### config.mk
export PLATFORM = sky130hd
export DESIGN_NAME = oft_eval
export DESIGN_NICKNAME = d
export VERILOG_FILES = /design/src/sv/oft_pkg.sv /design/src/sv/oft_eval.sv
export SDC_FILE = /design/constraint.sdc
export NUM_CORES = 1
export LEC_CHECK = 0
export BUFFER_PORTS_ARGS = -buffer_cell sky130_fd_sc_hd__buf_4
export CORE_ASPECT_RATIO = 1.5
export CORE_MARGIN = 2
export CORE_UTILIZATION = 28
export DETAILED_ROUTE_END_ITERATION = 16
export GPL_TIMING_DRIVEN = 0
export MAX_ROUTING_LAYER = met4
export SETUP_SLACK_MARGIN = 0.1
export SYNTH_ARGS = -nofsm -noshare
export SYNTH_HDL_FRONTEND = slang
export SYNTH_SLANG_ARGS = --single-unit
### constraint.sdc
create_clock -name vclk -period 8.4
set_input_delay 1.26 -clock vclk [all_inputs]
set_output_delay 1.26 -clock vclk [all_outputs]
set_load 0.005 [all_outputs]
### src/sv/oft_pkg.sv
// Shared types and constants for the originator freshness table.
`default_nettype none

package oft_pkg;

    // Fixed field widths of the channels and of the configuration port.
    localparam int ADDR_W     = 48;
    localparam int SEQN_W     = 8;
    localparam int KIND_W     = 2;
    localparam int OUTC_W     = 3;
    localparam int PURGE_W    = 7;
    localparam int TMO_W      = 16;
    localparam int CFG_IDX_W  = 2;
    localparam int CFG_DATA_W = 48;

    // Operation codes of an input word.
    localparam logic OP_PACKET = 1'b0;
    localparam logic OP_TICK   = 1'b1;

    // Packet kinds.
    localparam logic [KIND_W-1:0] KIND_SYNC   = 2'd0;
    localparam logic [KIND_W-1:0] KIND_CLIENT = 2'd1;

    // Configuration register indexes.
    localparam logic [CFG_IDX_W-1:0] REG_OWN_ADDRESS   = 2'd0;
    localparam logic [CFG_IDX_W-1:0] REG_OWN_ROLE      = 2'd1;
    localparam logic [CFG_IDX_W-1:0] REG_TIMEOUT_TICKS = 2'd2;

    // Reset values of the configuration registers.
    localparam logic [ADDR_W-1:0] OWN_ADDRESS_RST = '0;
    localparam logic              OWN_ROLE_RST    = 1'b1;
    localparam logic [TMO_W-1:0]  TIMEOUT_RST     = 16'd60;

    // Broadcast target address.
    localparam logic [ADDR_W-1:0] ADDR_BCAST = '1;

    typedef enum logic [OUTC_W-1:0] {
        OUT_IGNORED = 3'd0,
        OUT_DUP     = 3'd1,
        OUT_STALE   = 3'd2,
        OUT_NEW     = 3'd3,
        OUT_FULL    = 3'd4,
        OUT_TICK    = 3'd5
    } t_outcome;

    typedef enum logic [1:0] {
        ST_CLEAR,
        ST_IDLE,
        ST_SCAN,
        ST_FIN
    } t_state;

    // Verdict of the shared compare unit on one stored entry.
    typedef struct packed {
        logic hit;
        logic free;
        logic seq_eq;
        logic seq_lt;
        logic expired;
    } t_eval;

endpackage

`default_nettype wire

### src/sv/oft_eval.sv
// Shared compare unit: judges one stored entry against the word in work.
`default_nettype none

module oft_eval import oft_pkg::*; #(
    parameter int SEQ_BITS  = 8,
    parameter int TIME_BITS = 32
) (
    input  wire logic                 i_valid,
    input  wire logic [ADDR_W-1:0]    i_address,
    input  wire logic [SEQ_BITS-1:0]  i_sequence,
    input  wire logic [TIME_BITS-1:0] i_time,
    input  wire logic [ADDR_W-1:0]    i_key,
    input  wire logic [SEQ_BITS-1:0]  i_seq,
    input  wire logic [TIME_BITS-1:0] i_now,
    input  wire logic [TMO_W-1:0]     i_timeout,
    output      t_eval                o_eval
);

    logic [TIME_BITS-1:0] limit;
    logic [TIME_BITS-1:0] diff;

    always_comb begin
        // Wrap-aware age check: now is after the limit when the modular
        // difference is nonzero and its top bit is clear.
        limit          = i_time + TIME_BITS'(i_timeout);
        diff           = i_now - limit;
        o_eval.hit     = i_valid && (i_address == i_key);
        o_eval.free    = !i_valid;
        o_eval.seq_eq  = (i_seq == i_sequence);
        o_eval.seq_lt  = (i_seq < i_sequence);
        o_eval.expired = i_valid && (diff != '0) && !diff[TIME_BITS-1];
    end

endmodule

`default_nettype wire

==> reports/results.txt <==
All-Layer GR Usage: 17.76%
Routed WL per cell: 14.31 um
final setup fails: 0
Leak Pwr: 2.865 nW
top area cells in the synthesized netlist: ha_1 (19%), xor2_1 (12%), inv_1 (12%)
Crit Path Class: in -> out
antenna violations before repair: 0
Tcrit/Tclk final: 76.48%
max-cap violations: 0
kind of cell adding the most delay to the critical path: compound AO/OA/AOI/OAI gates
Pre-Repair DR Iteration Count: 4
Synth cell types: 69
Fillers: 1367
vias in the first global route: 4622
Starting DRT DRC Count: 168
chip width: 97.68 um
synth cell count leaders: inv_1 (113), ha_1 (56), xor2_1 (50)
CP startpoint kind: input port
Worst Path Arrival: 5160 ps
register area: 0 sq um
Layout Nets: 978
fmax: 155.7 MHz
Die Area: 0.01412 sq mm
Final Hold Viols: 0
Placement Rows: 51
port bufs: 198
Seq Cell Count: 0
critical path peak fanout: 5
drt total wl: 12450 um
Die Ht: 144.5 um
Cell Pwr Density: 87.13 mW/mm^2
CTS Hold Bufs: 0
fin util: 41.47%
via count: 4363
post-layout min period: 6424 ps
Worst-Margin Slew: 673.3 ps
CLK BUF: 0
RSZ-0062 raised after global routing: no
syn nets: 778
Synth Instances: 513
Detail Placement HPWL: 11480 um
crit end category: output pin
number of buffers added for setup after CTS: 0
share of cells above drive strength 1: 30.80%
final slew viol count: 0
Initial Utilization: 28.46%
Hold WC Path Type: in -> out
Yosys warnings: 0
gpl congestion: 0.9054
Post-Syn Area: 0.003686 sq mm
first-pass GRT wire length: 20270 um
post-synthesis sequential area ratio: 0%
number of diodes: 0
mean area per synthesized cell: 7.185 sq um
cts repair resizes: 0
Critical-path top delay cell: o41ai_1
post-synth top area share: 19.01%
I/O pin total: 198
Fin Setup TNS: 0 ps
vias per cell: 5.015
Max rail drop VDD: 0.02554 mV
post-placement setup slack: 1988 ps
largest net degree at the start of global routing: 11
Hold WS: 2775 ps
area leader, netlist: ha_1
Final WS setup: 1976 ps
most common cell in the synthesized netlist: inv_1
# DRC: 0
Buf/Inv on CP: 4
Area growth syn-to-layout: 45.72%
Critical Path RT: 7140 ps
Slew HR: 54.41%
core area: 0.01295 sq mm
result of the run: finished clean
worst stage delay on the critical path: 590 ps
CP cell instances: buf_4 -> inv_1 -> fa_1 -> inv_1 -> ha_1 -> nor2_1 -> fa_1 -> nor2b_4 -> o31ai_4 -> a211oi_2 -> o31a_1 -> o41ai_1 -> mux2_1 -> nor4_1 -> nand4b_1 -> and3_1 -> buf_4
DRT antenna net count: 0
total grt overflow: 0
## per-stage QoR
stage | instances | power [mW] | cell area (sq um)
6_report | 870 | 0.4680 | 5371
5_1_grt | 870 | 0.5235 | 5371
4_1_cts | 870 | 0.4707 | 5371
3_5_place_dp | 870 | 0.4684 | 5371
3_3_place_gp | 870 | 0.4626 | 5371
2_1_floorplan | 513 | 0.3029 | 3686
## cells in the final DEF (no fill, tap or decap), types with 7 or more instances in the layout
cell	instances
and3_1	8
nor3_1	12
o21ai_0	10
nand2_1	28
xnor2_1	10
ha_1	56
nand3_1	11
fa_1	16
or3_1	7
o21a_1	7
o21ai_1	9
inv_1	113
a21oi_1	30
nand4_1	11
nor4_1	16
buf_4	202
nor2_1	12
xor2_1	50
a21o_1	14
## final timing paths
kind,startpoint,end,cells past startpoint,slack [ps]
setup / recovery,i_time[0],o_eval[0],17,1980
hold / removal,i_valid,o_eval[3],3,2780
## report_power, final
| group | internal [mW] | total [mW] | switching (mW) | leakage (nW) |
|---|---|---|---|---|
| sequential | 0 | 0 | 0 | 0 |
| combinational | 0.215 | 0.468 | 0.253 | 2.87 |
| clock | 0 | 0 | 0 | 0 |
| total | 0.215 | 0.468 | 0.253 | 2.87 |
## metal layers
layer | GRT usage (%) | vias to the layer above | wire [um]
met5 | - | - | 0
met3 | 0.6767 | 14 | 703
met2 | 38.48 | 188 | 7276
met4 | 3.947 | 0 | 310
li1 | - | 2189 | -
met1 | 16.93 | 1972 | 4162
## logic make-up (layout without fill, tap and decap cells)
kind of cell    after synthesis  count (layout)  synth area share, %
fa+ha+maj                    72              72                27.70
compound gates              126             126                24.92
mux                           4               4                1.154
buf+inv                     125             323                13.20
xor+xnor                     60              60                14.26
simple gates                126             126                18.77
## area by class of cell
class / instances / area (sq um) / share of cell area (%)
Tap cell: 159 / 198.9 / 3.704
Buffer: 10 / 55.05 / 1.025
Inverter: 115 / 431.7 / 8.036
Timing Repair Buffer: 198 / 1486 / 27.67
Multi-Input combinational cell: 388 / 3199 / 59.56
Power figures use the tool's default switching activity.
